===== config.mk =====
export PLATFORM = sky130hd
export DESIGN_NAME = multichannel_output_mode_controller_unit
export DESIGN_NICKNAME = d
export VERILOG_FILES = /design/src/rtl/core/momc_pkg.sv /design/src/rtl/core/momc_ram.sv /design/src/rtl/core/multichannel_output_mode_controller_unit.sv
export SDC_FILE = /design/constraint.sdc
export NUM_CORES = 1
export LEC_CHECK = 0
export BUFFER_PORTS_ARGS = -buffer_cell sky130_fd_sc_hd__buf_2
export CORE_UTILIZATION = 40
export DETAILED_ROUTE_END_ITERATION = 16
export GPL_ROUTABILITY_DRIVEN = 0
export MAX_ROUTING_LAYER = met4
export PLACE_DENSITY = 0.64
export SLEW_MARGIN = 20
export SYNTH_ARGS = -nofsm -noshare
export SYNTH_HDL_FRONTEND = slang
export SYNTH_HIERARCHICAL = 1
export SYNTH_SLANG_ARGS = --single-unit

===== constraint.sdc =====
create_clock -name clk -period 4.3 [get_ports clk]
set_input_delay 0.43 -clock clk [delete_from_list [all_inputs] [get_ports clk]]
set_output_delay 0.43 -clock clk [all_outputs]
set_load 0.005 [all_outputs]

===== src/rtl/core/momc_pkg.sv =====
// shared types, codes and lookup functions for the output mode controller
package momc_pkg;

    localparam int NUM_CH   = 10;
    localparam int NUM_UNIT = 7;

    // command codes
    localparam logic [2:0] FUNC_SET_MODE  = 3'd0;
    localparam logic [2:0] FUNC_SET_VALUE = 3'd1;
    localparam logic [2:0] FUNC_GET_VALUE = 3'd2;
    localparam logic [2:0] FUNC_GET_MODE  = 3'd3;
    localparam logic [2:0] FUNC_TICK      = 3'd4;

    // channel modes
    localparam logic [2:0] MODE_DISCRETE = 3'd0;
    localparam logic [2:0] MODE_PWM      = 3'd1;
    localparam logic [2:0] MODE_SERVO    = 3'd2;
    localparam logic [2:0] MODE_UART     = 3'd3;
    localparam logic [2:0] MODE_SPI      = 3'd4;
    localparam logic [2:0] MODE_I2C      = 3'd5;

    // result status codes
    localparam logic [1:0] ST_DONE         = 2'd0;
    localparam logic [1:0] ST_BAD_CHANNEL  = 2'd1;
    localparam logic [1:0] ST_MODE_UNAVAIL = 2'd2;

    localparam logic [15:0] SERVO_IDLE     = 16'h0200;
    localparam logic [15:0] READ_INVALID   = 16'hFFFF;
    localparam logic [9:0]  FULL_DUTY      = 10'h3FF;
    localparam logic [9:0]  DUTY_LSB_CLEAR = 10'h3FC;
    localparam logic [7:0]  PIN_ALL        = 8'hFF;

    // per-channel memory word
    typedef struct packed {
        logic [15:0] setpoint;
        logic [2:0]  mode;
    } chan_word_t;

    // per-unit memory word
    typedef struct packed {
        logic       enabled;
        logic [9:0] duty;
    } unit_word_t;

    // compare unit that serves a channel
    function automatic logic [2:0] unit_of(input logic [3:0] ch);
        logic [3:0] u;
        u = (ch < 4'd4) ? 4'd0 : ch - 4'd3;
        return u[2:0];
    endfunction

    // fixed set of modes each channel supports
    function automatic logic mode_allowed(input logic [3:0] ch, input logic [2:0] nm);
        logic ok;
        case (ch) inside
            [4'd0:4'd3]: ok = nm inside {MODE_DISCRETE, MODE_SERVO};
            4'd4, 4'd5:  ok = nm inside {MODE_DISCRETE, MODE_PWM, MODE_SERVO, MODE_I2C};
            4'd6, 4'd7:  ok = nm inside {MODE_DISCRETE, MODE_PWM, MODE_SERVO};
            4'd8, 4'd9:  ok = nm inside {MODE_PWM, MODE_SERVO};
            default:     ok = 1'b0;
        endcase
        return ok;
    endfunction

    // contents of a channel entry after reset
    function automatic chan_word_t chan_reset(input logic [3:0] ch);
        chan_word_t w;
        w.setpoint = SERVO_IDLE;
        w.mode     = (ch < 4'd8) ? MODE_DISCRETE : MODE_PWM;
        return w;
    endfunction

endpackage


===== src/rtl/core/momc_ram.sv =====
// generic single-clock ram with one write port and one registered read port
module momc_ram #(
    parameter int WIDTH = 8,
    parameter int DEPTH = 16
) (
    input  logic                                      clk,
    input  logic                                      we,
    input  logic [((DEPTH > 1) ? $clog2(DEPTH) : 1)-1:0] waddr,
    input  logic [WIDTH-1:0]                          wdata,
    input  logic                                      re,
    input  logic [((DEPTH > 1) ? $clog2(DEPTH) : 1)-1:0] raddr,
    output logic [WIDTH-1:0]                          rdata
);

    logic [WIDTH-1:0] mem_reg [DEPTH];
    logic [WIDTH-1:0] rdata_reg;

    // write, then registered read
    always_ff @(posedge clk)
    begin
        if (we)
        begin
            mem_reg[waddr] <= wdata;
        end
        if (re)
        begin
            rdata_reg <= mem_reg[raddr];
        end
    end

    assign rdata = rdata_reg;

endmodule


===== src/rtl/core/multichannel_output_mode_controller_unit.sv =====
// ten-channel output mode controller: command sequencer over channel and unit memories
//
// Each request is a command (set mode, set value, get value, get mode, servo tick) and
// gives one result, or for a servo tick up to two compare unit updates, the final one
// flagged by last. Channel mode and servo setpoint live in a 10-entry memory, unit duty
// and enable in a 7-entry memory, both with a registered read; per-entry
// valid flops stand in for the reset contents, so no clearing pass is needed after reset.
// A request reads its channel entry (S_CHAN_A), then gives its result (S_EMIT) when it
// touches no compare unit, or reads and writes back one unit (S_UREQ, S_UWR). An odd
// servo tick also reads the next channel (S_CHAN_B) and, when it releases one unit and
// drives another, does a read and a write-back per unit, all bound by the single read
// port of each memory. A finished result sits in an output register, so the next
// request is taken while it waits for the consumer.
module multichannel_output_mode_controller_unit (
    input  logic        clk,
    input  logic        rst_n,
    input  logic        in_valid,
    output logic        in_stall,
    input  logic [2:0]  func,
    input  logic [3:0]  channel,
    input  logic [2:0]  new_mode,
    input  logic [15:0] value,
    output logic        out_valid,
    input  logic        out_stall,
    output logic [15:0] read_data,
    output logic [1:0]  status,
    output logic        unit_write_valid,
    output logic [2:0]  unit_index,
    output logic [9:0]  unit_duty,
    output logic        unit_enabled,
    output logic [7:0]  pin_levels,
    output logic [7:0]  pin_tristate,
    output logic [3:0]  steering_bits,
    output logic        last
);
    import momc_pkg::*;

    localparam int CW = $bits(chan_word_t);
    localparam int UW = $bits(unit_word_t);

    // sequencer states
    localparam logic [2:0] S_IDLE   = 3'd0;
    localparam logic [2:0] S_CHAN_A = 3'd1;
    localparam logic [2:0] S_CHAN_B = 3'd2;
    localparam logic [2:0] S_UREQ   = 3'd3;
    localparam logic [2:0] S_UWR    = 3'd4;
    localparam logic [2:0] S_EMIT   = 3'd5;

    // unit operation kinds
    localparam logic [1:0] OP_SET_DUTY = 2'd0;
    localparam logic [1:0] OP_MODE_CHG = 2'd1;
    localparam logic [1:0] OP_READ     = 2'd2;

    logic [2:0]  state_reg, state_next;
    logic [2:0]  func_reg, func_next;
    logic [3:0]  ch_reg, ch_next;
    logic [2:0]  nm_reg, nm_next;
    logic [15:0] val_reg, val_next;
    logic [3:0]  addr_reg, addr_next;
    logic [3:0]  slot_new_reg, slot_new_next;
    logic        ua_reg, ua_next;
    logic [2:0]  uaddr_reg, uaddr_next;

    logic [2:0]  op_unit_reg [2];
    logic [2:0]  op_unit_next [2];
    logic [1:0]  op_kind_reg [2];
    logic [1:0]  op_kind_next [2];
    logic [9:0]  op_duty_reg [2];
    logic [9:0]  op_duty_next [2];
    logic        op_en_reg [2];
    logic        op_en_next [2];
    logic        op_idx_reg, op_idx_next;
    logic        op_last_reg, op_last_next;

    logic [15:0] emit_rd_reg, emit_rd_next;
    logic [1:0]  emit_st_reg, emit_st_next;

    logic [7:0]  pin_mask_reg, pin_mask_next;
    logic [7:0]  pin_level_reg, pin_level_next;
    logic [7:0]  pin_tri_reg, pin_tri_next;
    logic [3:0]  steer_reg, steer_next;
    logic [3:0]  shift_reg, shift_next;
    logic [3:0]  slot_reg, slot_next;
    logic        phase_reg, phase_next;
    logic [NUM_CH-1:0]   chan_vld_reg, chan_vld_next;
    logic [NUM_UNIT-1:0] unit_vld_reg, unit_vld_next;

    logic        out_valid_reg, out_valid_next;
    logic [15:0] o_rd_reg, o_rd_next;
    logic [1:0]  o_st_reg, o_st_next;
    logic        o_uwv_reg, o_uwv_next;
    logic [2:0]  o_uidx_reg, o_uidx_next;
    logic [9:0]  o_duty_reg, o_duty_next;
    logic        o_en_reg, o_en_next;
    logic [7:0]  o_pin_reg, o_pin_next;
    logic [7:0]  o_tri_reg, o_tri_next;
    logic [3:0]  o_steer_reg, o_steer_next;
    logic        o_last_reg, o_last_next;

    // memory ports
    logic          c_we, c_re;
    logic [3:0]    c_waddr, c_raddr;
    logic [CW-1:0] c_wdata, c_rdata;
    logic          u_we, u_re;
    logic [2:0]    u_waddr, u_raddr;
    logic [UW-1:0] u_wdata, u_rdata;

    chan_word_t  chan_cur;
    unit_word_t  unit_cur;
    logic        out_free;
    logic        ch_ok;
    logic [7:0]  bit_sel;
    logic [7:0]  lvl_tmp;
    logic [3:0]  shift_eff;

    momc_ram #(.WIDTH(CW), .DEPTH(NUM_CH)) u_chan_ram (
        .clk   (clk),
        .we    (c_we),
        .waddr (c_waddr),
        .wdata (c_wdata),
        .re    (c_re),
        .raddr (c_raddr),
        .rdata (c_rdata)
    );

    momc_ram #(.WIDTH(UW), .DEPTH(NUM_UNIT)) u_unit_ram (
        .clk   (clk),
        .we    (u_we),
        .waddr (u_waddr),
        .wdata (u_wdata),
        .re    (u_re),
        .raddr (u_raddr),
        .rdata (u_rdata)
    );

    // read data with reset contents for entries never written
    assign chan_cur = chan_vld_reg[addr_reg] ? chan_word_t'(c_rdata) : chan_reset(addr_reg);
    assign unit_cur = unit_vld_reg[uaddr_reg] ? unit_word_t'(u_rdata) : unit_word_t'('0);

    assign out_free = !out_valid_reg || !out_stall;
    assign ch_ok    = ch_reg < 4'(NUM_CH);
    assign bit_sel  = 8'b1 << ch_reg[2:0];
    assign in_stall = (state_reg != S_IDLE);

    // sequencer
    always_comb
    begin
        state_next     = state_reg;
        func_next      = func_reg;
        ch_next        = ch_reg;
        nm_next        = nm_reg;
        val_next       = val_reg;
        addr_next      = addr_reg;
        slot_new_next  = slot_new_reg;
        ua_next        = ua_reg;
        uaddr_next     = uaddr_reg;
        op_unit_next   = op_unit_reg;
        op_kind_next   = op_kind_reg;
        op_duty_next   = op_duty_reg;
        op_en_next     = op_en_reg;
        op_idx_next    = op_idx_reg;
        op_last_next   = op_last_reg;
        emit_rd_next   = emit_rd_reg;
        emit_st_next   = emit_st_reg;
        pin_mask_next  = pin_mask_reg;
        pin_level_next = pin_level_reg;
        pin_tri_next   = pin_tri_reg;
        steer_next     = steer_reg;
        shift_next     = shift_reg;
        slot_next      = slot_reg;
        phase_next     = phase_reg;
        chan_vld_next  = chan_vld_reg;
        unit_vld_next  = unit_vld_reg;

        out_valid_next = out_valid_reg && out_stall;
        o_rd_next      = o_rd_reg;
        o_st_next      = o_st_reg;
        o_uwv_next     = o_uwv_reg;
        o_uidx_next    = o_uidx_reg;
        o_duty_next    = o_duty_reg;
        o_en_next      = o_en_reg;
        o_pin_next     = o_pin_reg;
        o_tri_next     = o_tri_reg;
        o_steer_next   = o_steer_reg;
        o_last_next    = o_last_reg;

        c_we    = 1'b0;
        c_waddr = ch_reg;
        c_wdata = chan_cur;
        c_re    = 1'b0;
        c_raddr = addr_reg;
        u_we    = 1'b0;
        u_waddr = uaddr_reg;
        u_wdata = unit_cur;
        u_re    = 1'b0;
        u_raddr = op_unit_reg[op_idx_reg];

        lvl_tmp   = (val_reg != 16'd0) ? (pin_level_reg | bit_sel) : (pin_level_reg & ~bit_sel);
        shift_eff = (slot_new_reg == 4'd0) ? 4'h8 : shift_reg;

        case (state_reg)
            S_IDLE:
            begin
                if (in_valid)
                begin
                    func_next = func;
                    ch_next   = channel;
                    nm_next   = new_mode;
                    val_next  = value;
                    if (func == FUNC_TICK)
                    begin
                        addr_next = slot_reg;
                    end
                    else
                    begin
                        addr_next = (channel < 4'(NUM_CH)) ? channel : 4'd0;
                    end
                    c_re       = 1'b1;
                    c_raddr    = addr_next;
                    op_idx_next  = 1'b0;
                    op_last_next = 1'b0;
                    emit_rd_next = 16'd0;
                    emit_st_next = ST_DONE;
                    state_next   = S_CHAN_A;
                end
            end

            S_CHAN_A:
            begin
                state_next = S_EMIT;
                if (func_reg == FUNC_TICK)
                begin
                    if (phase_reg)
                    begin
                        // odd phase: note release of old slot, fetch the next slot
                        ua_next         = (chan_cur.mode == MODE_SERVO);
                        op_unit_next[0] = unit_of(addr_reg);
                        op_kind_next[0] = OP_SET_DUTY;
                        op_duty_next[0] = 10'd0;
                        slot_new_next   = (addr_reg == 4'(NUM_CH - 1)) ? 4'd0 : addr_reg + 4'd1;
                        addr_next       = slot_new_next;
                        c_re            = 1'b1;
                        c_raddr         = slot_new_next;
                        state_next      = S_CHAN_B;
                    end
                    else
                    begin
                        // even phase: load the setpoint
                        phase_next = 1'b1;
                        if (chan_cur.mode == MODE_SERVO)
                        begin
                            op_unit_next[0] = unit_of(addr_reg);
                            op_kind_next[0] = OP_SET_DUTY;
                            op_duty_next[0] = chan_cur.setpoint[9:0];
                            state_next      = S_UREQ;
                        end
                    end
                end
                else if (func_reg > FUNC_TICK)
                begin
                    emit_rd_next = 16'd0;
                end
                else if (!ch_ok)
                begin
                    emit_rd_next = READ_INVALID;
                    emit_st_next = ST_BAD_CHANNEL;
                end
                else
                begin
                    case (func_reg)
                        FUNC_SET_MODE:
                        begin
                            if (!mode_allowed(ch_reg, nm_reg))
                            begin
                                emit_st_next = ST_MODE_UNAVAIL;
                            end
                            else
                            begin
                                c_we    = 1'b1;
                                c_wdata = {chan_cur.setpoint, nm_reg};
                                chan_vld_next[ch_reg] = 1'b1;
                                if (ch_reg < 4'd8)
                                begin
                                    pin_mask_next = (nm_reg == MODE_DISCRETE) ?
                                                    (pin_mask_reg | bit_sel) :
                                                    (pin_mask_reg & ~bit_sel);
                                    if (ch_reg >= 4'd4)
                                    begin
                                        pin_tri_next = (nm_reg == MODE_I2C) ?
                                                       (pin_tri_reg | bit_sel) :
                                                       (pin_tri_reg & ~bit_sel);
                                        op_unit_next[0] = unit_of(ch_reg);
                                        op_kind_next[0] = OP_MODE_CHG;
                                        op_en_next[0]   = (nm_reg == MODE_PWM) ||
                                                          (nm_reg == MODE_SERVO);
                                        state_next      = S_UREQ;
                                    end
                                end
                            end
                        end

                        FUNC_SET_VALUE:
                        begin
                            case (chan_cur.mode)
                                MODE_DISCRETE:
                                begin
                                    if (ch_reg < 4'd8)
                                    begin
                                        pin_level_next = lvl_tmp & pin_mask_reg;
                                    end
                                end
                                MODE_PWM:
                                begin
                                    op_unit_next[0] = unit_of(ch_reg);
                                    op_kind_next[0] = OP_SET_DUTY;
                                    op_duty_next[0] = val_reg[9:0];
                                    state_next      = S_UREQ;
                                end
                                MODE_SERVO:
                                begin
                                    c_we    = 1'b1;
                                    c_wdata = {val_reg, chan_cur.mode};
                                    chan_vld_next[ch_reg] = 1'b1;
                                end
                                default:
                                begin
                                end
                            endcase
                        end

                        FUNC_GET_VALUE:
                        begin
                            case (chan_cur.mode)
                                MODE_PWM:
                                begin
                                    op_unit_next[0] = unit_of(ch_reg);
                                    op_kind_next[0] = OP_READ;
                                    state_next      = S_UREQ;
                                end
                                MODE_SERVO:
                                begin
                                    emit_rd_next = chan_cur.setpoint;
                                end
                                default:
                                begin
                                    emit_rd_next = (ch_reg < 4'd8) ?
                                                   {15'd0, pin_level_reg[ch_reg[2:0]]} : 16'd0;
                                end
                            endcase
                        end

                        FUNC_GET_MODE:
                        begin
                            emit_rd_next = {13'd0, chan_cur.mode};
                        end

                        default:
                        begin
                        end
                    endcase
                end
            end

            S_CHAN_B:
            begin
                // odd phase: advance round-robin and steer the shared unit
                slot_next  = slot_new_reg;
                phase_next = 1'b0;
                if (slot_new_reg < 4'd4)
                begin
                    steer_next = (chan_cur.mode == MODE_SERVO) ? shift_eff : 4'd0;
                    shift_next = shift_eff >> 1;
                end
                else
                begin
                    steer_next = 4'd0;
                    shift_next = shift_eff;
                end
                state_next = S_UREQ;
                if (ua_reg && (chan_cur.mode == MODE_SERVO))
                begin
                    op_unit_next[1] = unit_of(slot_new_reg);
                    op_kind_next[1] = OP_SET_DUTY;
                    op_duty_next[1] = FULL_DUTY;
                    op_last_next    = 1'b1;
                end
                else if (chan_cur.mode == MODE_SERVO)
                begin
                    op_unit_next[0] = unit_of(slot_new_reg);
                    op_kind_next[0] = OP_SET_DUTY;
                    op_duty_next[0] = FULL_DUTY;
                end
                else if (!ua_reg)
                begin
                    state_next = S_EMIT;
                end
            end

            S_UREQ:
            begin
                u_re       = 1'b1;
                u_raddr    = op_unit_reg[op_idx_reg];
                uaddr_next = op_unit_reg[op_idx_reg];
                state_next = S_UWR;
            end

            S_UWR:
            begin
                // modify, write back and report the unit, or for a read report its duty
                if (out_free)
                begin
                    out_valid_next = 1'b1;
                    o_rd_next      = 16'd0;
                    o_st_next      = ST_DONE;
                    o_uwv_next     = 1'b1;
                    o_uidx_next    = uaddr_reg;
                    o_pin_next     = pin_level_reg;
                    o_tri_next     = pin_tri_reg;
                    o_steer_next   = steer_reg;
                    o_last_next    = (op_idx_reg == op_last_reg);
                    case (op_kind_reg[op_idx_reg])
                        OP_SET_DUTY:
                        begin
                            u_we        = 1'b1;
                            u_wdata     = {unit_cur.enabled, op_duty_reg[op_idx_reg]};
                            o_duty_next = op_duty_reg[op_idx_reg];
                            o_en_next   = unit_cur.enabled;
                            unit_vld_next[uaddr_reg] = 1'b1;
                        end
                        OP_MODE_CHG:
                        begin
                            u_we        = 1'b1;
                            u_wdata     = {op_en_reg[op_idx_reg], unit_cur.duty & DUTY_LSB_CLEAR};
                            o_duty_next = unit_cur.duty & DUTY_LSB_CLEAR;
                            o_en_next   = op_en_reg[op_idx_reg];
                            unit_vld_next[uaddr_reg] = 1'b1;
                        end
                        default:
                        begin
                            o_rd_next   = {6'd0, unit_cur.duty};
                            o_uwv_next  = 1'b0;
                            o_uidx_next = 3'd0;
                            o_duty_next = 10'd0;
                            o_en_next   = 1'b0;
                        end
                    endcase
                    if (op_idx_reg == op_last_reg)
                    begin
                        state_next = S_IDLE;
                    end
                    else
                    begin
                        op_idx_next = 1'b1;
                        state_next  = S_UREQ;
                    end
                end
            end

            S_EMIT:
            begin
                // single result with no unit update
                if (out_free)
                begin
                    out_valid_next = 1'b1;
                    o_rd_next      = emit_rd_reg;
                    o_st_next      = emit_st_reg;
                    o_uwv_next     = 1'b0;
                    o_uidx_next    = 3'd0;
                    o_duty_next    = 10'd0;
                    o_en_next      = 1'b0;
                    o_pin_next     = pin_level_reg;
                    o_tri_next     = pin_tri_reg;
                    o_steer_next   = steer_reg;
                    o_last_next    = 1'b1;
                    state_next     = S_IDLE;
                end
            end

            default:
            begin
                state_next = S_IDLE;
            end
        endcase
    end

    // control state
    always_ff @(posedge clk or negedge rst_n)
    begin
        if (!rst_n)
        begin
            state_reg     <= S_IDLE;
            pin_mask_reg  <= PIN_ALL;
            pin_level_reg <= 8'd0;
            pin_tri_reg   <= PIN_ALL;
            steer_reg     <= 4'd0;
            shift_reg     <= 4'd1;
            slot_reg      <= 4'd0;
            phase_reg     <= 1'b1;
            chan_vld_reg  <= '0;
            unit_vld_reg  <= '0;
            out_valid_reg <= 1'b0;
        end
        else
        begin
            state_reg     <= state_next;
            pin_mask_reg  <= pin_mask_next;
            pin_level_reg <= pin_level_next;
            pin_tri_reg   <= pin_tri_next;
            steer_reg     <= steer_next;
            shift_reg     <= shift_next;
            slot_reg      <= slot_next;
            phase_reg     <= phase_next;
            chan_vld_reg  <= chan_vld_next;
            unit_vld_reg  <= unit_vld_next;
            out_valid_reg <= out_valid_next;
        end
    end

    // request and result payload
    always_ff @(posedge clk)
    begin
        func_reg     <= func_next;
        ch_reg       <= ch_next;
        nm_reg       <= nm_next;
        val_reg      <= val_next;
        addr_reg     <= addr_next;
        slot_new_reg <= slot_new_next;
        ua_reg       <= ua_next;
        uaddr_reg    <= uaddr_next;
        op_unit_reg  <= op_unit_next;
        op_kind_reg  <= op_kind_next;
        op_duty_reg  <= op_duty_next;
        op_en_reg    <= op_en_next;
        op_idx_reg   <= op_idx_next;
        op_last_reg  <= op_last_next;
        emit_rd_reg  <= emit_rd_next;
        emit_st_reg  <= emit_st_next;
        o_rd_reg     <= o_rd_next;
        o_st_reg     <= o_st_next;
        o_uwv_reg    <= o_uwv_next;
        o_uidx_reg   <= o_uidx_next;
        o_duty_reg   <= o_duty_next;
        o_en_reg     <= o_en_next;
        o_pin_reg    <= o_pin_next;
        o_tri_reg    <= o_tri_next;
        o_steer_reg  <= o_steer_next;
        o_last_reg   <= o_last_next;
    end

    assign out_valid        = out_valid_reg;
    assign read_data        = o_rd_reg;
    assign status           = o_st_reg;
    assign unit_write_valid = o_uwv_reg;
    assign unit_index       = o_uidx_reg;
    assign unit_duty        = o_duty_reg;
    assign unit_enabled     = o_en_reg;
    assign pin_levels       = o_pin_reg;
    assign pin_tristate     = o_tri_reg;
    assign steering_bits    = o_steer_reg;
    assign last             = o_last_reg;

endmodule


# After elaboration in Yosys (flattened, before gate mapping)
# Memories as Yosys holds them, arrays and structs flattened. A register that Yosys moved wholly into a read port is not among the register bits.
# Cells that the tools add are included.
# word_totals
reg_bits	189
mem_bits_rw	267
in_bits	30
output_inout_bits	56
elab_cells	366
mem_count	2
# memory_table
name	words	width	rd	rd_clocked_by_memory_dff	write_ports	line_no	rtl
u_chan_ram.mem_reg	10	19	1	1	1	momc_ram.sv:15	logic [WIDTH-1:0] mem_reg [DEPTH];
u_unit_ram.mem_reg	7	11	1	1	1	momc_ram.sv:15	
# op_classes
n_addsub	4
magnitude_cmp	18
n_eq_ne	53
n_shift	1
mux	185
bitwise	13
n_reduce_logical	52
# ops
cell	n
$mux 10	17
$pmux 16 s2	4
$mux 19	6
$mux 3	35
$mux 16	6
$pmux 10 s2	4
$mux 1	48
$mux 2	23
$mux 4	10
$pmux 19 s2	1
$mux 11	3
$and 8x8->8	4
$mux 8	3
$ne 2x2->1 const B	12
$ne 4x4->1 const B	6
$or 8x8->8	3
$pmux 3 s2	4
$pmux 11 s2	1
$reduce_and 7->1	3
$eq 3x2->1 const B	6
$pmux 1 s2	9
$pmux 3 s6	1
$eq 4x3->1 const B	4
$lt 4x4->1 const B	4
54 further kinds	109

# Longest topological paths before layout
# Gate-level depths: netlist (run 1).
# logic_depth
depth_word	19
mapped_depth	15
ltp_nobuf	10

# Modules after synthesis
# Netlist (run 1), hierarchy kept.
# modules_own_cells
mod	n_inst	cells_per_inst	area_each_um2	seq_area_each_um2
multichannel_output_mode_controller_unit	1	798	9138.8	5367.6
momc_ram (u_chan_ram)	1	421	8089.0	6276.0
momc_ram (u_unit_ram)	1	177	3522.1	2642.5

# Least setup slack after synthesis (run 1)
# Ideal clock, no wire load.
# synth_timing
kind	register to register
from	register ch_reg[1] (netlist: c_waddr[1])
to	memory u_chan_ram/mem_reg[0][0] in the netlist's numbering, enable pin
setup_time_ps	419
arrival_ps	3894
required_ps	3881
slack_ps	-13
path_stages_with_launch	11
n_path_buf	1
synth_period_minus_slack_ps	4313
path_cell_list	edfxtp_1 > inv_1 > ha_1 > clkbuf_1 > nor2_1 > o32a_1 > o21ai_0 > a31oi_2 > inv_1 > or3b_2 > nor3_1
# synth_between
elab_chain_len	19
elab_cells_between_ends	30
cone_classes	order compare (3); eq/ne (6); mux (17); reduce/logical (4)
# synth_rtl
item	line_no	rtl
start, declared	multichannel_output_mode_controller_unit.sv:56	logic [3:0] ch_reg, ch_next;
start signal, assigned	multichannel_output_mode_controller_unit.sv:523	ch_reg <= ch_next;
$eq 4x4->1	multichannel_output_mode_controller_unit.sv:273	if (!mode_allowed(ch_reg, nm_reg))
$reduce_or 2->1	momc_pkg.sv:55	case (ch) inside
$mux 1 (4 in a row)	momc_pkg.sv:55	
$mux 1	multichannel_output_mode_controller_unit.sv:270	case (func_reg)
$mux 1	multichannel_output_mode_controller_unit.sv:263	else if (!ch_ok)
$mux 1	multichannel_output_mode_controller_unit.sv:259	else if (func_reg > FUNC_TICK)
$mux 1	multichannel_output_mode_controller_unit.sv:231	if (func_reg == FUNC_TICK)
$mux 1	multichannel_output_mode_controller_unit.sv:201	case (state_reg)
$mux 1	multichannel_output_mode_controller_unit.sv:273	
$pmux 1 s2	multichannel_output_mode_controller_unit.sv:270	
$mux 1 (*)	multichannel_output_mode_controller_unit.sv:263	
$mux 1 (*)	multichannel_output_mode_controller_unit.sv:259	
$mux 1 (*)	multichannel_output_mode_controller_unit.sv:231	
$mux 1 (*)	multichannel_output_mode_controller_unit.sv:201	
via c_we	multichannel_output_mode_controller_unit.sv:101	logic c_we, c_re;
$mux 1 (*)	momc_ram.sv:21	if (we)
$mux 1 (implied by the code) (*)	momc_ram.sv:23	mem_reg[waddr] <= wdata;
end, declared	momc_ram.sv:15	
# The timed path passes the listed nets; every way through them passes the cells marked *. The select of a mux whose other input is x is not followed.

# Worst setup path in the final report (run 1)
# layout_timing
from	register ch_reg[1] (netlist: c_waddr[1])
to	memory u_chan_ram/mem_reg[4][15] in the netlist's numbering, enable pin
# The elaborated chain is that of the path after synthesis.

==> results of run 1 <==
==> layer usage <==
| layer | share of wire (%) | routed length [um] | up-vias | track usage, % |
|---|---|---|---|---|
| li1 | - | - | 5611 | - |
| met1 | 44 | 20900 | 6105 | 24.5 |
| met2 | 47 | 22200 | 412 | 29.2 |
| met3 | 5.8 | 2710 | 95 | 3.01 |
| met4 | 2.8 | 1300 | 0 | 5.32 |
| met5 | 0 | 0 | - | - |
==> cells in the final DEF, fill, tap and decap left out, types with 17 or more instances in the layout <==
master	synthesis	final
buf_2	16	85
buf_4	10	47
o22ai_1	26	26
a22o_1	37	37
edfxtp_1	424	424
a21oi_1	38	36
nor2b_1	17	17
clkbuf_16	0	48
nand3_1	20	20
o21ai_0	40	39
nand2b_1	27	27
mux2_2	76	76
dfstp_2	18	18
nor3_1	23	20
nor2_1	79	71
inv_1	28	28
nand2_1	113	113
dfrtp_1	40	40
mux2i_1	69	69
==> critical path: cells and delay by family (launching register included) <==
kind	cells	cell delay (ps)
adder cells (fa/ha/maj)	1	350
buffers and inverters	3	600
flip-flops	1	510
AO/OA/AOI/OAI	3	980
AND/OR/NAND/NOR	3	1110
==> area by class of cell <==
class | count | area [um^2] | share of cell area [%]
multi-input cells | 800 | 5970 | 25.3
clock buffers | 62 | 1250 | 5.31
inverters | 29 | 109 | 0.461
clock inverters | 23 | 205 | 0.869
well taps | 680 | 851 | 3.60
flip-flops and latches | 486 | 14300 | 60.5
repair buffers | 145 | 946 | 4.00
==> worst max-delay path by stage <==
stage	from	end	slack, ps	depth (start not counted)
after floorplan	c_waddr[1]	u_chan_ram/mem_reg[4][0]	330	10
after global placement	c_waddr[1]	u_chan_ram/mem_reg[4][15]	570	10
after detailed placement	c_waddr[1]	u_chan_ram/mem_reg[4][16]	480	10
after CTS	c_waddr[1]	u_chan_ram/mem_reg[4][16]	460	10
after global routing	c_waddr[1]	u_chan_ram/mem_reg[4][17]	190	10
final	c_waddr[1]	u_chan_ram/mem_reg[4][15]	450	10
==> kinds of logic after synthesis <==
kind of cell    count (synthesis)  share of synthesized area, %
mux                           160                          8.63
buf+inv                       110                          2.73
compound gates                287                          10.9
xor+xnor                        4                         0.169
simple gates                  339                          8.14
flops                         486                          68.8
fa+ha+maj                      10                         0.603
==> timing repair <==
action	4_1_cts	5_1_grt
endpoints found under the hold margin	10	0
hold buffers	10	0
setup buffers	0	0
gates resized for setup	0	0
endpoints found under the setup margin	0	0
==> metrics by stage <==
stage | total power, mW | hold slack, ps | cell area (um^2)
floorplan | 9.15 | 134 | 20800
global route | 14.9 | 1.08 | 23600
CTS | 14.3 | 0.193 | 23600
detailed placement | 10.4 | 357 | 22000
global placement | 10.3 | 356 | 22000
finish | 14.3 | 12.4 | 23600
==> report_power, final <==
part | leakage (nW) | internal [mW] | switching [mW] | total, mW
clock network | 0.693 | 2.19 | 1.74 | 3.93
registers | 4.98 | 6.13 | 0.441 | 6.57
logic | 2.88 | 1.43 | 2.33 | 3.75
total | 8.55 | 9.74 | 4.51 | 14.3
==> results_dict.tcl, run 1 <==
set metrics [dict create \
    status "complete, no violations" \
    p_per_area_mw_per_mm2 603 \
    slew_headroom_pct 27.6 \
    synthMostInstantiatedCell "edfxtp_1" \
    ys_top_cells_by_count "edfxtp_1 (424), nand2_1 (113), nor2_1 (79)" \
    fillerInstances 4471 \
    yosys-top-cells-area "edfxtp_1 (61%), dfrtp_1 (4.8%), mux2_2 (4.1%), mux2i_1 (3.3%), dfstp_2 (2.3%)" \
    cts_buffer_depth 3 \
    syn2layout_area_growth_pct 13.9 \
    grt_max_degree 97 \
    grt_usage_pct 18.4 \
    tns_ps 0 \
    r2r-end "u_chan_ram/mem_reg[4][15]" \
    placedCellCount 2129 \
    avgSynthCellArea_um2 14.9 \
    insertedDiodeCount 0 \
    cp-end-kind "flip-flop" \
    num_rows 83 \
    synth-edff-count 424 \
    yosys.area.top_type "edfxtp_1" \
    root_buffer "clkbuf_16" \
    drv_cap 0 \
    fin_skew_ps 16.5 \
    cp.arrival_ps 4140 \
    drive_gt1_share_pct 24.9 \
    die_h_um 230 \
    finalSetupViolCount 0 \
    initial_core_util_pct 40.4 \
    slowest_stage "nor3_2" \
    portBuffers 85 \
    rrSetupSlack_ps 450 \
    drtIter0Drc 1081 \
    clk_latency_ps 580 \
    drc_errors 0 \
    final_util_pct 46.0 \
    largest_register_ffs 190 \
    gr-total-overflow 0 \
    vias 12200 \
    antenna_found_initial 0 \
    yosys_register_bits 486 \
    hpwl_mm 31.4 \
    crit_path_max_incr_delay_ps 820 \
    ant_nets 0 \
    io_pins 86 \
    r2r-start "c_waddr[1]" \
    ys_warn_count 6 \
    die_x_um 230 \
    crit_chain "inv_1 -> ha_1 -> nor2_1 -> o32a_1 -> o21ai_0 -> a31oi_2 -> inv_1 -> nand3b_1 -> nor3_2 -> buf_4" \
    reg2regPathDepth 10 \
    netlist_instances 1396 \
    cts_made_buffers 48 \
    cts.sinks 486 \
    path_clk_slew_ps 60 \
    grt_pass1_wl_mm 72.6 \
    worstMarginPinSlew_ps 1080 \
    wire_per_inst_um 21.2 \
    synth_top_area_share_pct 61.4 \
    fin_crit_ps 3850 \
    async_flop_share_pct 11.9 \
    synth-main-ff-cell "edfxtp_1" \
    finalHoldViolCount 0 \
    core-area_mm2 0.0513 \
    dr.pass1.iters 5 \
    drt-total-wl_mm 47.1 \
    final_cells 2225 \
    postSynthNetCount 1436 \
    grt_pass1_vias 12100 \
    fin_nets 1550 \
    crit_required_ps 4590 \
    worstSetupPathType "reg -> reg" \
    netlist_area_mm2 0.0207 \
    hp-class "in -> async" \
    vdd_drop_max_mv 0.347 \
    ys_seq_area_share_pct 68.8 \
    cts_tree "built" \
    rsz0062_at_grt "no" \
    leakage_nw 8.55 \
    viasPerCell 5.49 \
    startpoint_type "flip-flop" \
    timing.fmax_mhz 260 \
    die_area_mm2 0.0528 \
    htree_levels 2 \
    cp_max_fo 10 \
    fin_ws_ps 447 \
    critical_path.most_common_cell "inv_1" \
    drv_slew 0 \
    ys_types 86 \
    pre_cts_ws_ps 483 \
    layout_worst_path_cycle_share_pct 89.6 \
]
Power figures use the tool's default switching activity.
==> run 2, diff against run 1 <==
--- a/config.mk
+++ b/config.mk
@@ -5,6 +5,7 @@
 export SDC_FILE = /design/constraint.sdc
 export NUM_CORES = 1
 export LEC_CHECK = 0
+export ABC_AREA = 1
 export BUFFER_PORTS_ARGS = -buffer_cell sky130_fd_sc_hd__buf_2
 export CORE_UTILIZATION = 40
 export DETAILED_ROUTE_END_ITERATION = 16
==> run 2 against run 1 <==
Register-to-register slack improved by 470 ps. Synthesized cell count up 45%. Final area increased by 2.7%. Critical path depth grew 4. Combinational power up 42%. Hold slack worse by 6.2 ps. Largest cell class unchanged. Highest routed layer unchanged.
==> results_dict.tcl, run 2 <==
set metrics [dict create \
    status "complete, no violations" \
    ys_seq_area_share_pct 67.2 \
    layout_worst_path_cycle_share_pct 78.8 \
    avgSynthCellArea_um2 10.5 \
    startpoint "addr_reg[0]" \
    p_per_area_mw_per_mm2 686 \
    synth_compound_area_share_pct 5.81 \
    cts_resized 0 \
    fin_ws_ps 912 \
    fin_crit_ps 3390 \
    die_x_um 233 \
    hp-class "in -> async" \
    grt_pass1_wl_mm 79.4 \
    largest_register_ffs 190 \
    drtIter0Drc 1205 \
    yosys.area_share.simple_pct 18.6 \
    layout_common_cells "nand2_1 (538), edfxtp_1 (424), inv_1 (295), nand3_1 (217), nor2_1 (132)" \
    grt_usage_pct 19.5 \
    final_util_pct 46.2 \
    vias 14600 \
    hpwl_mm 33.0 \
    multi_input_area_mm2 0.00540 \
    clk_latency_ps 590 \
    fin_nets 2180 \
    timing.fmax_mhz 295 \
    wire_per_inst_um 17.7 \
    postSynthNetCount 2070 \
    yosys.area_share.adder_pct 0.588 \
    placed_area_mm2 0.0225 \
    fin_area_mm2 0.0243 \
    ys_top_cells_by_count "nand2_1 (538), edfxtp_1 (424), inv_1 (295)" \
    core-area_mm2 0.0526 \
    insertedDiodeCount 0 \
    startpoint_type "flip-flop" \
    io_pins 86 \
    cts_made_buffers 52 \
    finalHoldViolCount 0 \
    initial_core_util_pct 40.5 \
    grt_max_degree 97 \
    slowest_stage "dfxtp_1" \
    drc_errors 0 \
    netlist_instances 2030 \
    netlist_area_mm2 0.0213 \
    vdd_drop_max_mv 0.566 \
    tns_ps 0 \
    cts_buffer_depth 3 \
    critical_path.most_common_cell "nand2_1" \
    cp-end-kind "flip-flop" \
    synth-main-ff-cell "edfxtp_1" \
    gr-total-overflow 0 \
    synth_xor_area_share_pct 0.0823 \
    rsz0062_at_grt "no" \
    yosys-top-cells-area "edfxtp_1 (60%), nand2_1 (9.5%), inv_1 (5.2%), nand3_1 (5.1%), dfrtp_1 (4.7%)" \
    ant_nets 0 \
    worstMarginPinSlew_ps 1050 \
    num_rows 84 \
    synth_top_area_share_pct 59.9 \
    cp_max_fo 20 \
    crit_chain "inv_4 -> nand2_1 -> nand3_1 -> nand2_1 -> nand2_2 -> nand3_2 -> nand2_1 -> nand2_1 -> nand4_1 -> buf_4 -> nand2_4 -> nand3_1 -> nor2_2 -> buf_4" \
    synthMuxAreaShare_pct 0 \
    fin_skew_ps 22.4 \
    viasPerCell 5.08 \
    drv_cap 0 \
    pre_cts_ws_ps 953 \
    grt_pass1_vias 14000 \
    ys_warn_count 6 \
    grt_util_met1_pct 25.2 \
    die_area_mm2 0.0541 \
    drive_gt1_share_pct 12.5 \
    seqCellArea_mm2 0.0143 \
    slew_headroom_pct 30.1 \
    antenna_found_initial 0 \
    yosys.area.top_type "edfxtp_1" \
    die_h_um 233 \
    htree_levels 2 \
    fillerInstances 4832 \
    ys_types 51 \
    synth-edff-count 424 \
    portBuffers 85 \
    busiest_layer "met2" \
    synth_top_family_by_area "simple AND/OR/NAND/NOR gates" \
    grt_util_met2_pct 31.8 \
    finalSetupViolCount 0 \
    r2r-start "addr_reg[0]" \
    crit_required_ps 4530 \
    root_buffer "clkbuf_16" \
    async_flop_share_pct 11.9 \
    drt-total-wl_mm 50.8 \
    yosys_register_bits 486 \
    syn2layout_area_growth_pct 14.0 \
    path_clk_slew_ps 60 \
    placedCellCount 2765 \
    dr.pass1.iters 6 \
    cts.sinks 486 \
    cp.arrival_ps 3620 \
    leakage_nw 10.1 \
    final_common_cell "nand2_1" \
    hold_slack_ps 6.16 \
    met3_usage_pct 2.90 \
    final_cells 2871 \
    worstSetupPathType "reg -> reg" \
    synthMostInstantiatedCell "nand2_1" \
    drv_slew 0 \
    crit_path_max_incr_delay_ps 620 \
    total_power_mw 16.6 \
    cts_tree "built" \
]
run 2: cell count changes in the layout (fill, tap and decap cells not counted), moves of 61 or more:
cell	before	now
nand2_1	113	538
inv_1	28	295
nand3_1	20	217
mux2_2	76	0
mux2i_1	69	0
nor2_1	71	132
run 2: kinds of logic after synthesis:
kind of cell,Yosys count
AOI/OAI and AO/OA,204
buffers and inverters,387
adders and majority gates,10
xor gates and xnor gates,2
and+or+nand+nor,941
DFF,486
run 2: critical path: cells and delay by family, from the launching register on:
| kind | cells | cell delay (ps) |
|---|---|---|
| buffers and inverters | 3 | 760 |
| flip-flops | 1 | 620 |
| AND/OR/NAND/NOR | 11 | 1650 |
run 2: path summary, 6_finish.rpt:
path / end / slack (ps) / cells after the start
max in group asynchronous: shift_reg[1] / 3760 / 2
max reg2reg: u_chan_ram/mem_reg[2][7] / 910 / 14
min reg2reg: flip-flop / 360 / 0
max: u_chan_ram/mem_reg[2][7] / 910 / 14
min: pin_level_reg[1] / 6 / 2
min in group clk: val_reg[11] / 30 / 1
run 2: timing repair:
item / CTS / global route
setup buffers: 0 / 0
endpoints found under the hold margin: 9 / 0
hold buffers: 9 / 0
run 2: power by group:
| group | leakage (nW) | switching (mW) | internal, mW | total, mW |
|---|---|---|---|---|
| logic | 4.64 | 3.83 | 1.48 | 5.31 |
| clock network | 0.828 | 1.81 | 2.62 | 4.42 |
| registers | 4.67 | 0.365 | 6.53 | 6.90 |
run 2: layer usage:
metal / vias to the layer above / part of all wire, %
li1: 6968 / -
met1: 6973 / 42
met2: 568 / 48
met3: 90 / 6.9
met4: 0 / 2.5
met5: - / 0
run 2: final cells by class:
class / instances / share of cell area [%]
Timing Repair Buffer: 135 / 3.55
Multi-Input combinational cell: 1157 / 22.3
Inverter: 308 / 4.80
Clock inverter: 33 / 1.29
Clock buffer: 64 / 5.64
Tap cell: 688 / 3.55
Sequential cell: 486 / 58.9
==> run 3, diff against run 2 <==
--- a/config.mk
+++ b/config.mk
@@ -11,7 +11,7 @@
 export DETAILED_ROUTE_END_ITERATION = 16
 export GPL_ROUTABILITY_DRIVEN = 0
 export MAX_ROUTING_LAYER = met4
-export PLACE_DENSITY = 0.64
+export PLACE_DENSITY = 0.62
 export SLEW_MARGIN = 20
 export SYNTH_ARGS = -nofsm -noshare
 export SYNTH_HDL_FRONTEND = slang
==> constraint.sdc (replaced) <==
create_clock -name clk -period 3.5 [get_ports clk]
set_input_delay 0.35 -clock clk [delete_from_list [all_inputs] [get_ports clk]]
set_output_delay 0.35 -clock clk [all_outputs]
set_load 0.005 [all_outputs]
==> run 3 against run 2 <==
Hold slack better by 29 ps. Global-route usage is 0.13 points higher. Core utilization is 0.77 points higher. Via count is 0.48% lower. Maximum frequency is 6.3% higher.
==> results_dict.tcl, run 3 (synthesis results as in run 2) <==
set metrics [dict create \
    hp-class "in -> reg" \
    fin_crit_ps 3190 \
    worstMarginPinSlew_ps 904 \
    final_common_cell "nand2_1" \
    antenna_found_initial 0 \
    drv_slew 0 \
    dr.pass1.iters 7 \
    tns_ps 0 \
    grt_max_degree 67 \
    finalHoldViolCount 0 \
    rsz0062_at_grt "no" \
    finalSetupViolCount 0 \
    fin_nets 2220 \
    crit_required_ps 3730 \
    ant_nets 0 \
    vdd_drop_max_mv 0.466 \
    clk_latency_ps 590 \
    cts_tree "built" \
    timing.fmax_mhz 314 \
    layout_worst_path_cycle_share_pct 91.1 \
    drt-total-wl_mm 50.8 \
    initial_core_util_pct 40.5 \
    viasPerCell 5.00 \
    fin_skew_ps 22.0 \
    core-area_mm2 0.0526 \
    placedCellCount 2786 \
    drc_errors 0 \
    cts_buffer_depth 3 \
    cp-end-kind "flip-flop" \
    grt_pass1_vias 14200 \
    largest_register_ffs 190 \
    grt_pass1_wl_mm 79.7 \
    insertedDiodeCount 0 \
    vias 14500 \
    htree_levels 2 \
    path_clk_slew_ps 70 \
    root_buffer "clkbuf_16" \
    cts.sinks 486 \
    worstSetupPathType "reg -> reg" \
    cp.arrival_ps 3420 \
    cp_max_fo 19 \
    fin_ws_ps 313 \
    drtIter0Drc 1267 \
    die_area_mm2 0.0541 \
    gr-total-overflow 0 \
    slew_headroom_pct 39.8 \
    portBuffers 85 \
    num_rows 84 \
    leakage_nw 10.3 \
    die_x_um 233 \
    drv_cap 0 \
    wire_per_inst_um 17.5 \
    drive_gt1_share_pct 13.5 \
    syn2layout_area_growth_pct 15.9 \
    final_cells 2908 \
    io_pins 86 \
    startpoint_type "flip-flop" \
    hpwl_mm 34.3 \
    die_h_um 233 \
    grt_usage_pct 19.7 \
    cts_made_buffers 51 \
    layout_common_cells "nand2_1 (538), edfxtp_1 (424), inv_1 (295), nand3_1 (217), nor2_1 (132)" \
    status "complete, no violations" \
    p_per_area_mw_per_mm2 842 \
    pre_cts_ws_ps 265 \
]
==> run 3: critical path: stages, from the launching register on <==
cell and delay (ps):
edfxtp_1 550, inv_1 170, ha_1 270, inv_1 80, a21oi_1 220, inv_1 70
nand3_1 110, nand2_1 60, nand2_1 140, nand2_1 70, inv_1 70, nand2_1 110
nand2_4 170, nand3_1 220, nor2_2 140, buf_4 340
==> run 3: final cells by class <==
class / count / area, um^2
inverters: 308 / 1160
flip-flops and latches: 486 / 14300
fillers: 4776 / 27900
repair buffers: 176 / 1210
clock buffers: 65 / 1400
clock inverters: 28 / 322
well taps: 688 / 861
multi-input cells: 1157 / 5410
==> run 3: report_power, final <==
group / switching [mW] / leakage [nW] / internal, mW
clock network: 2.23 / 0.841 / 3.34
logic: 4.81 / 4.83 / 1.97
registers: 0.409 / 4.67 / 8.01
total: 7.45 / 10.3 / 13.3
==> run 3: metal layers <==
layer	global-route usage, %	routed length (um)	vias up
met2	31.2	24100	444
met4	6.33	1470	0
met5	-	0	-
met3	3.26	3130	98
met1	25.8	22100	6941
li1	-	-	7046
==> run 3: path summary, 6_finish.rpt <==
kind / startpoint / endpoint / slack [ps] / cells past startpoint
worst max-delay path: c_waddr[1] / u_chan_ram/mem_reg[2][7] / 310 / 15
worst min-delay path: func[1] / func_reg[1] / 40 / 1
worst max register to register: c_waddr[1] / u_chan_ram/mem_reg[2][7] / 310 / 15
worst min register to register: flip-flop / flip-flop / 370 / 0
max in group asynchronous: rst_n / async pin / 2170 / 3
min in group asynchronous: rst_n / pin_level_reg[1] / 420 / 2
==> run 3: per-stage QoR <==
step	power (mW)	area [um^2]	util (%)	hold slack [ps]
after floorplan	13.0	21300	-	54.4
after global placement	15.2	22600	43.1	356
after detailed placement	15.3	22600	43.1	357
after CTS	20.9	24600	46.9	7.40
after global routing	22.0	24700	46.9	5.01
final	20.8	24700	46.9	35.5
==> run 3: timing repair <==
item,in CTS,in global routing
endpoints found under the setup margin,0,109
gates resized for setup,0,4
hold buffers,26,0
hold endpoints to repair,46,0
setup buffers,0,3
